`src/rtl/hough_line_vote_accumulator_defines.svh`:
```
// assertion macros for the hough line vote accumulator
`ifndef HOUGH_LINE_VOTE_ACCUMULATOR_DEFINES_SVH
`define HOUGH_LINE_VOTE_ACCUMULATOR_DEFINES_SVH

`ifndef SYNTHESIS
`define HLVA_ASSERT(lbl, prop) \
  lbl: assert property (@(posedge clk) disable iff (rst) prop) \
    else $error("hlva assertion failed");
`define HLVA_ASSERT_NEXT(lbl, pre, post) \
  lbl: assert property (@(posedge clk) disable iff (rst) (pre) |=> (post)) \
    else $error("hlva assertion failed");
`else
`define HLVA_ASSERT(lbl, prop)
`define HLVA_ASSERT_NEXT(lbl, pre, post)
`endif

`endif

```
`src/rtl/hlva_pkg.sv`:
```
// types, constants and codes shared by the hough line vote accumulator
package hlva_pkg;

  localparam int NUM_SLOPES = 21;
  localparam int MAX_DIM    = 256;
  localparam int ROW_BINS   = 2 * MAX_DIM + 1;
  localparam int RAM_DEPTH  = NUM_SLOPES * ROW_BINS;
  localparam int ADDR_W     = $clog2(RAM_DEPTH);
  localparam int SLOPE_W    = $clog2(NUM_SLOPES);
  localparam int COUNT_W    = 17;
  localparam int DIM_W      = 9;
  localparam int BIN_W      = 10;
  localparam int Q_W        = 11;

  localparam logic [COUNT_W-1:0] COUNT_MAX = {COUNT_W{1'b1}};
  localparam logic [7:0]         RED_SKIP  = 8'd255;

  localparam logic [1:0] OP_VOTE  = 2'd0;
  localparam logic [1:0] OP_QUERY = 2'd1;
  localparam logic [1:0] OP_CLEAR = 2'd2;

  localparam logic [1:0] CFG_WIDTH     = 2'd0;
  localparam logic [1:0] CFG_HEIGHT    = 2'd1;
  localparam logic [1:0] CFG_THRESHOLD = 2'd2;

  typedef struct packed {
    logic [1:0] opcode;
    logic [7:0] pixel_x;
    logic [7:0] pixel_y;
    logic [7:0] pixel_red;
    logic [4:0] slope_index;
    logic [9:0] intercept_index;
  } in_item_t;

  typedef struct packed {
    logic [16:0] bin_count;
    logic        is_line;
    logic        bin_valid;
  } out_item_t;

  typedef enum logic [2:0] {
    ST_CLEAR,
    ST_IDLE,
    ST_VOTE,
    ST_QREAD,
    ST_QOUT
  } state_t;

  typedef struct packed {
    logic load_item;
    logic step_vote;
    logic issue_query;
    logic load_result;
    logic clear_step;
  } ctl_cmd_t;

  typedef struct packed {
    logic last_slope;
    logic clear_done;
    logic out_free;
  } ctl_sts_t;

endpackage

```
`src/rtl/hlva_ctrl.sv`:
```
// controller state machine for the hough line vote accumulator
module hlva_ctrl import hlva_pkg::*; (
  input  logic       clk,
  input  logic       rst,
  input  logic       in_valid,
  input  logic [1:0] opcode,
  output logic       in_stall,
  input  ctl_sts_t   sts,
  output ctl_cmd_t   cmd
);

  state_t state, state_next;

  always_ff @(posedge clk) begin
    if (rst) begin
      state <= ST_CLEAR;
    end else begin
      state <= state_next;
    end
  end

  assign in_stall = (state != ST_IDLE);

  always_comb begin
    state_next = state;
    cmd        = '0;
    case (state)
      ST_IDLE: begin
        if (in_valid) begin
          cmd.load_item = 1'b1;
          case (opcode)
            OP_VOTE:  state_next = ST_VOTE;
            OP_QUERY: state_next = ST_QREAD;
            OP_CLEAR: state_next = ST_CLEAR;
            default:  state_next = ST_IDLE;
          endcase
        end
      end
      ST_VOTE: begin
        cmd.step_vote = 1'b1;
        if (sts.last_slope) begin
          state_next = ST_IDLE;
        end
      end
      ST_QREAD: begin
        cmd.issue_query = 1'b1;
        state_next      = ST_QOUT;
      end
      ST_QOUT: begin
        if (sts.out_free) begin
          cmd.load_result = 1'b1;
          state_next      = ST_IDLE;
        end
      end
      ST_CLEAR: begin
        cmd.clear_step = 1'b1;
        if (sts.clear_done) begin
          state_next = ST_IDLE;
        end
      end
      default: begin
        state_next = ST_CLEAR;
      end
    endcase
  end

endmodule

```
`config.mk`:
```
export PLATFORM = sky130hd
export DESIGN_NAME = hlva_ctrl
export DESIGN_NICKNAME = d
export VERILOG_FILES = /design/src/rtl/hough_line_vote_accumulator_defines.svh /design/src/rtl/hlva_pkg.sv /design/src/rtl/hlva_ctrl.sv
export SDC_FILE = /design/constraint.sdc
export NUM_CORES = 1
export LEC_CHECK = 0
export ABC_AREA = 1
export BUFFER_PORTS_ARGS = -buffer_cell sky130_fd_sc_hd__buf_2
export CORE_AREA = 3 3 40 42
export CTS_CLUSTER_DIAMETER = 50
export DETAILED_ROUTE_END_ITERATION = 10
export DIE_AREA = 0 0 43 45
export SYNTH_ARGS = -nofsm -noshare
export SYNTH_HDL_FRONTEND = slang
export SYNTH_SLANG_ARGS = --single-unit
```
`constraint.sdc`:
```
create_clock -name clk -period 2.8 [get_ports clk]
set_input_delay 0.28 -clock clk [delete_from_list [all_inputs] [get_ports clk]]
set_output_delay 0.28 -clock clk [all_outputs]
set_load 0.05 [all_outputs]
```
---- Word level (Yosys, flattened, before mapping) ----
Cells that the tools add are included.
Widths: inputs -> output; s select.
cells by class
  equality and inequality tests ........... 11
  multiplexer cells ....................... 13
  reduce and logical (&&, ||, !) cells .... 3
operators with widths
  cell                number
  $pmux 3 s5          1
  $mux 3              4
  $ne 2x2->1 const B  4
  $mux 1              7
  $eq 3x2->1 const B  2
  $pmux 2 s3          1
  $reduce_and 4->1    1
  $eq 3x1->1 const B  1
  $eq 3x3->1 const B  1
  $logic_not 3->1     1
  $ne 3x1->1 const B  1
  $eq 2x1->1 const B  1
  $eq 2x2->1 const B  1
  $logic_not 2->1     1
storage, ports and cells
  register bits ........................... 3
  bits of input ports ..................... 8
  output and inout bits ................... 6

---- Depth between registers and ports, before layout ----
Gate-level depths: netlist of run 1.
  depth in word-level cells ............... 4
  mapped depth ............................ 7
  gate-level depth less buffers ........... 7

---- Worst setup path after synthesis of run 1 ----
OpenSTA, ideal clock, no wires.
  path type ............................... register to output
  start point ............................. reg state[0]
  end point ............................... out cmd[1] (netlist name)
  data arrival time ....................... 1.957 ns
  setup slack ............................. 0.563 ns
  cell stages (with the launch flop) ...... 3
  buffers on the path ..................... 1
  path through ............................ dfxtp_1 buf_4 nor4_1
RTL lines
  what                    line             source
  from (decl)             hlva_ctrl.sv:12  state_t state, state_next;
  from (signal assigned)  hlva_ctrl.sv:18  state <= state_next;
  to (decl)               hlva_ctrl.sv:9   output ctl_cmd_t cmd

==> flow_summary_export.csv, run 1 <==
group,metric,value,unit
outcome,status,"finished clean",
route,drt_iter0_drc,3,
clocking,clk_path_buf_depth,2,
clocking,cts_buffers,3,
sta,setup_tns,0,ns
logic_synthesis,synth_area,207.7,um^2
critical_path,endpoint_kind,"primary output",
route,drc,0,
power_and_ir_drop,power_leakage,0.1755,nW
global_routing,grt_pass1_vias,248,
logic_synthesis,yosysMostFrequentCell,"inv_1",
die,die_area,0.001935,mm^2
final_layout,final_layout_size_suffix_gt1_share,37.25,%
die,core_area,0.001285,mm^2
route,drtPass1Iterations,2,
power_and_ir_drop,powerDensity,635.6,mW/mm^2
route,dr_wl_met2,206,um
logic_synthesis,seq_area_frac_synth,28.92,%
die,rows,13,
die,die_w,43,um
logic_synthesis,synthFlopType,"dfxtp_1",
clocking,path_clk_slew,0.04,ns
route,routed_wl,566,um
global_routing,grt_max_degree,9,
logic_synthesis,ys_warn_count,0,
clocking,htreeDepth,1,
run,maxCapViolCount,0,
placed_design,place_congestion,0.7499,
die,start_util,16.16,%
logic_synthesis,ys_ff_latch,3,
sta,min_period_over_period,54.93,%
sta,fin_skew,0.002026,ns
sta,worstMarginPinSlew,0.2361,ns
clocking,post_cts_resized,0,
logic_synthesis,syn_area_per_cell,5.934,um^2
power_and_ir_drop,internal_power,0.0001191,W
final_layout,n_antenna_cell,0,
power_and_ir_drop,swShare,39.60,%
logic_synthesis,synth_fp_nets,43,
sta,relSlewSlack,84.11,%
route,routed_via_density,4.045,
logic_synthesis,ys_types,15,
logic_synthesis,yosysTopAreaCell,"dfxtp_1",
logic_synthesis,yosys-top-cells-count,"6 x inv_1, 5 x nand2_1, 4 x nor2_1",
final_layout,largest_reg_flops,3,
power_and_ir_drop,power_switching,0.00007809,W
route,drt-met1-wl,287,um
placed_design,place_hpwl,459,um
critical_path,arrival,1.26,ns
die,fp.dieH,45,um
logic_synthesis,synth-edff-count,0,
final_layout,biggestRegsByFlops,"state x3",
logic_synthesis,async_reset_ff_share,0,%
global_routing,grt_overflow,0,
final_layout,largest_register,"state",
power_and_ir_drop,ir_drop,0.2558,mV
logic_synthesis,synthCells,35,
route,postRouteAntennaNets,0,
sta,hold_viol,0,
final_layout,fillers,171,
power_and_ir_drop,seq_power_share,26.4,%
route,vias,267,
global_routing,grt_antenna_before_repair,0,
critical_path,cp.required,2.52,ns
route,wl_per_cell,8.576,um
clocking,cts_tree,"yes",
clocking,clkLatencyLatePin,0.23,ns
final_layout,nets,60,
die,ios,14,
power_and_ir_drop,p_comb_share,34.7,%
logic_synthesis,ys_top_cells_by_area,"dfxtp_1 29%, inv_1 11%, nand2_1 9.0%",
critical_path,critical_path_class,"reg -> out",
sta,maxClockFrequency,650.2,MHz
power_and_ir_drop,pwr-share-clk,38.9,%
critical_path,cp-start-kind,"register",
critical_path,critPathMaxFanout,5,
route,met3WireLength,63,um
route,dr.max_layer_used,"met4",
clocking,post_cts_buffers,0,
clocking,numClockSinks,3,
sta,rsz0062_at_grt,"false",
sta,setup_viol,0,
final_layout,fin_cells,66,
global_routing,grt_pass1_wl,938,um
placed_design,port_buffers,13,
clocking,clock-root-buffer,"clkbuf_4",
logic_synthesis,synth_top_area_share,28.92,%
sta,period_needed,1.538,ns
min_path,hp-class,"in -> reg",
final_layout,syn2layout_area_growth,49.40,%
sta,maxSlewViolCount,0,
placed_design,dp_cells,62,
global_routing,gr-usage-all-layers,6.828,%
clocking,ctsHoldBuffers,0,
final cells by class:
cell class,count,area (um^2),share of cell area (%)
Timing Repair Buffer,13,65.06,20.97
Tap cell,15,18.77,6.048
Inverter,8,30.03,9.677
Sequential cell,3,60.06,19.35
Clock buffer,4,26.28,8.468
Multi-Input combinational cell,23,110.1,35.48
path summary, 6_finish.rpt:
kind                            startpoint       end  slack (ns)  cells after the start
worst max register to register    state[0]  state[0]        1.72                      6
worst min register to register    state[2]  state[2]        0.57                      2
worst min-delay path                   rst  state[2]        0.24                      2
worst max-delay path              state[2]    cmd[1]        1.26                      3
critical path, cell delays in order, from the launching register on:
cell	delay [ns]
dfxtp_1	0.39
inv_2	0.08
nor4_1	0.24
buf_2	0.31
metal layers:
layer	GRT usage, %	vias up
met4	5.422	0
met5	0	-
met1	9.157	109
li1	-	143
met3	3.984	2
met2	7.485	13
power groups by stage:
stage	Combinational [W]	Sequential, W	Clock, W
floorplan	0.0000588	0.0000484	0
global placement	0.0000685	0.0000524	0
CTS	0.0000692	0.0000520	0.0000800
finish	0.0000685	0.0000520	0.0000767
global route	0.0000757	0.0000531	0.0000856
detailed placement	0.0000687	0.0000526	0
stage by stage:
| step | area [um^2] | total power (W) | setup slack (ns) | hold WS (ns) | util (%) |
|---|---|---|---|---|---|
| floorplan | 207.7 | 0.0001073 | 0.5628 | 0.3491 | - |
| global placement | 284.0 | 0.0001209 | 1.510 | 0.4745 | 22.10 |
| detailed placement | 284.0 | 0.0001213 | 1.524 | 0.4712 | 22.10 |
| CTS | 310.3 | 0.0002011 | 1.267 | 0.2237 | 24.15 |
| global route | 310.3 | 0.0002143 | 1.175 | 0.2262 | 24.15 |
| finish | 310.3 | 0.0001972 | 1.262 | 0.2353 | 24.15 |
cells in the final DEF (no fill, tap or decap):
cell type and count:
nand3_1 3, nor2_2 1, o21ai_1 1, dfxtp_1 3, clkbuf_4 3, buf_2 13
inv_2 2, nand2_1 5, o21ai_0 1, nor3_1 2, nand4_1 1, a21oi_1 3
clkbuf_1 1, inv_1 6, nand3b_1 1, nor2_1 4, nor4_1 1
logic make-up after synthesis:
| kind of cell | after synthesis | synth area share, % |
|---|---|---|
| buf+inv | 9 | 18.07 |
| simple gates | 18 | 40.97 |
| flops | 3 | 28.92 |
| compound gates | 5 | 12.04 |
Note: power is estimated with default switching activity, not from simulation.
==> run 2, diff against run 1 <==
clock period = 1.4 ns   (was 2.8 ns; I/O delays follow)
==> run 2 against run 1 <==
  * Non-clock buffer count stayed put
  * Utilization is 2.8 points higher
  * Combinational power is 120% higher
  * Critical path type unchanged
==> flow_summary_export.csv, run 2 (synthesis gave the netlist of run 1 again) <==
group,metric,value,unit
sta,maxSlewViolCount,0,
die,rows,13,
min_path,hp-class,"in -> reg",
critical_path,arrival,1.22,ns
final_layout,largest_register,"state",
clocking,ctsHoldBuffers,0,
sta,fin_skew,0.003699,ns
final_layout,fin_cells,66,
clocking,post_cts_buffers,0,
final_layout,n_antenna_cell,0,
critical_path,worstPathCellList,"inv_2 > nor2_1 > nand2_1 > inv_1 > clkbuf_4",
critical_path,critPathMaxFanout,5,
clocking,clk_path_buf_depth,2,
route,routed_via_density,4.000,
sta,setup_viol,0,
clocking,clkLatencyLatePin,0.24,ns
sta,setup_tns,0,ns
final_layout,final_layout_size_suffix_gt1_share,49.02,%
final_layout,biggestRegsByFlops,"state x3",
sta,maxClockFrequency,736.8,MHz
sta,min_period_over_period,96.95,%
global_routing,grt_overflow,0,
critical_path,cp_top_family,"flip-flops",
critical_path,cp-start-kind,"register",
sta,rsz0062_at_grt,"false",
sta,hold_viol,0,
min_path,min_path_cells,2,
final_layout,largest_reg_flops,3,
final_layout,syn2layout_area_growth,66.87,%
placed_design,port_buffers,13,
sta,period_needed,1.357,ns
die,ios,14,
final_layout,nets,60,
clocking,htreeDepth,1,
global_routing,grt_antenna_before_repair,0,
route,drtPass1Iterations,4,
critical_path,critical_path_class,"reg -> out",
route,drt_iter0_drc,3,
die,die_area,0.001935,mm^2
critical_path,rr_worst_depth,7,
route,vias,264,
sta,worstMarginPinSlew,0.2474,ns
power_and_ir_drop,powerDensity,1209,mW/mm^2
clocking,numClockSinks,3,
die,die_w,43,um
sta,worst_slack,0.04271,ns
route,routed_wl,619,um
power_and_ir_drop,internal_power,0.0002476,W
power_and_ir_drop,seq_power_share,26.0,%
global_routing,grt_pass1_wl,986,um
die,start_util,16.16,%
placed_design,dp_cells,62,
power_and_ir_drop,power_switching,0.0001714,W
run,maxCapViolCount,0,
outcome,status,"finished clean",
critical_path,cp.required,1.26,ns
power_and_ir_drop,pwr-share-clk,38.3,%
route,drc,0,
clocking,cts_buffers,3,
power_and_ir_drop,p_comb_share,35.8,%
global_routing,gr-usage-all-layers,7.321,%
sta,relSlewSlack,83.62,%
placed_design,place_ws,0.1955,ns
route,wl_per_cell,9.379,um
critical_path,cpMaxStageDelayCell,"dfxtp_1",
global_routing,grt_pass1_vias,265,
critical_path,reg2reg_slack,0.32,ns
critical_path,crit_cells,5,
final_layout,final_cell_mix,"9 x buf_2, 6 x inv_1, 5 x nand2_1, 5 x clkbuf_4",
clocking,path_clk_slew,0.04,ns
clocking,clock-root-buffer,"clkbuf_4",
critical_path,endpoint_kind,"primary output",
power_and_ir_drop,swShare,40.92,%
clocking,cts_tree,"yes",
final_layout,fin_util,26.97,%
placed_design,place_congestion,0.7985,
power_and_ir_drop,ir_drop,0.3153,mV
sta,timing.hold.ws,0.08132,ns
power_and_ir_drop,power_leakage,0.1826,nW
critical_path,crit_path_max_incr_delay,0.41,ns
global_routing,grt_max_degree,9,
placed_design,place_hpwl,491,um
die,fp.dieH,45,um
final_layout,mostFrequentLayoutCell,"buf_2",
route,postRouteAntennaNets,0,
critical_path,path_buf_inv,3,
die,core_area,0.001285,mm^2
-- run 2: changes by cell type in the layout (fill, tap and decap cells not counted), sizes merged --
cell	change
clkbuf	+2
buf	-2
-- run 2: through the flow --
stage	area (um^2)	total power, W
floorplan	231.5	0.0002250
global placement	307.8	0.0002527
detailed placement	307.8	0.0002535
CTS	340.3	0.0004222
global route	346.6	0.0004434
finish	346.6	0.0004190
-- run 2: path summary, 6_finish.rpt --
| path | endpoint | startpoint |
|---|---|---|
| setup / recovery | cmd[2] | state[1] |
| setup reg to reg | state[1] | state[1] |
| hold / removal | state[2] | rst |
| hold reg to reg | state[2] | state[2] |
-- run 2: worst reg2reg max path, delay by kind of cell, from the launching register on --
kind	cells	cell delay, ns
buffers and inverters	1	0.09
and+or+nand+nor	5	0.41
DFF	1	0.41
AOI/OAI and AO/OA	1	0.05
-- run 2: what timing repair did --
action,4_1_cts,5_1_grt
hold endpoints to repair,0,0
setup endpoints to repair,3,4
resized for setup,3,3
-- run 2: routing by layer --
layer	global-route usage [%]	vias to the layer above	share of wire, %
li1	-	142	-
met1	7.692	107	45
met2	10.18	13	46
met3	2.789	2	6.6
met4	9.036	0	2.4
met5	0	-	0
-- run 2: cell type report --
| class | count | area (um^2) |
|---|---|---|
| clock buffers | 4 | 26.28 |
| fillers | 163 | 938.4 |
| inverters | 8 | 30.03 |
| multi-input cells | 23 | 133.9 |
| flip-flops and latches | 3 | 62.56 |
| well taps | 15 | 18.77 |
| repair buffers | 13 | 75.07 |
-- run 2: power groups by stage --
stage | combinational [W] | clock, W | sequential (W)
after global placement | 0.000145 | 0 | 0.000108
final | 0.000150 | 0.000160 | 0.000109
after detailed placement | 0.000145 | 0 | 0.000109
after CTS | 0.000149 | 0.000165 | 0.000108
after floorplan | 0.000128 | 0 | 0.0000975
after global routing | 0.000162 | 0.000172 | 0.000109
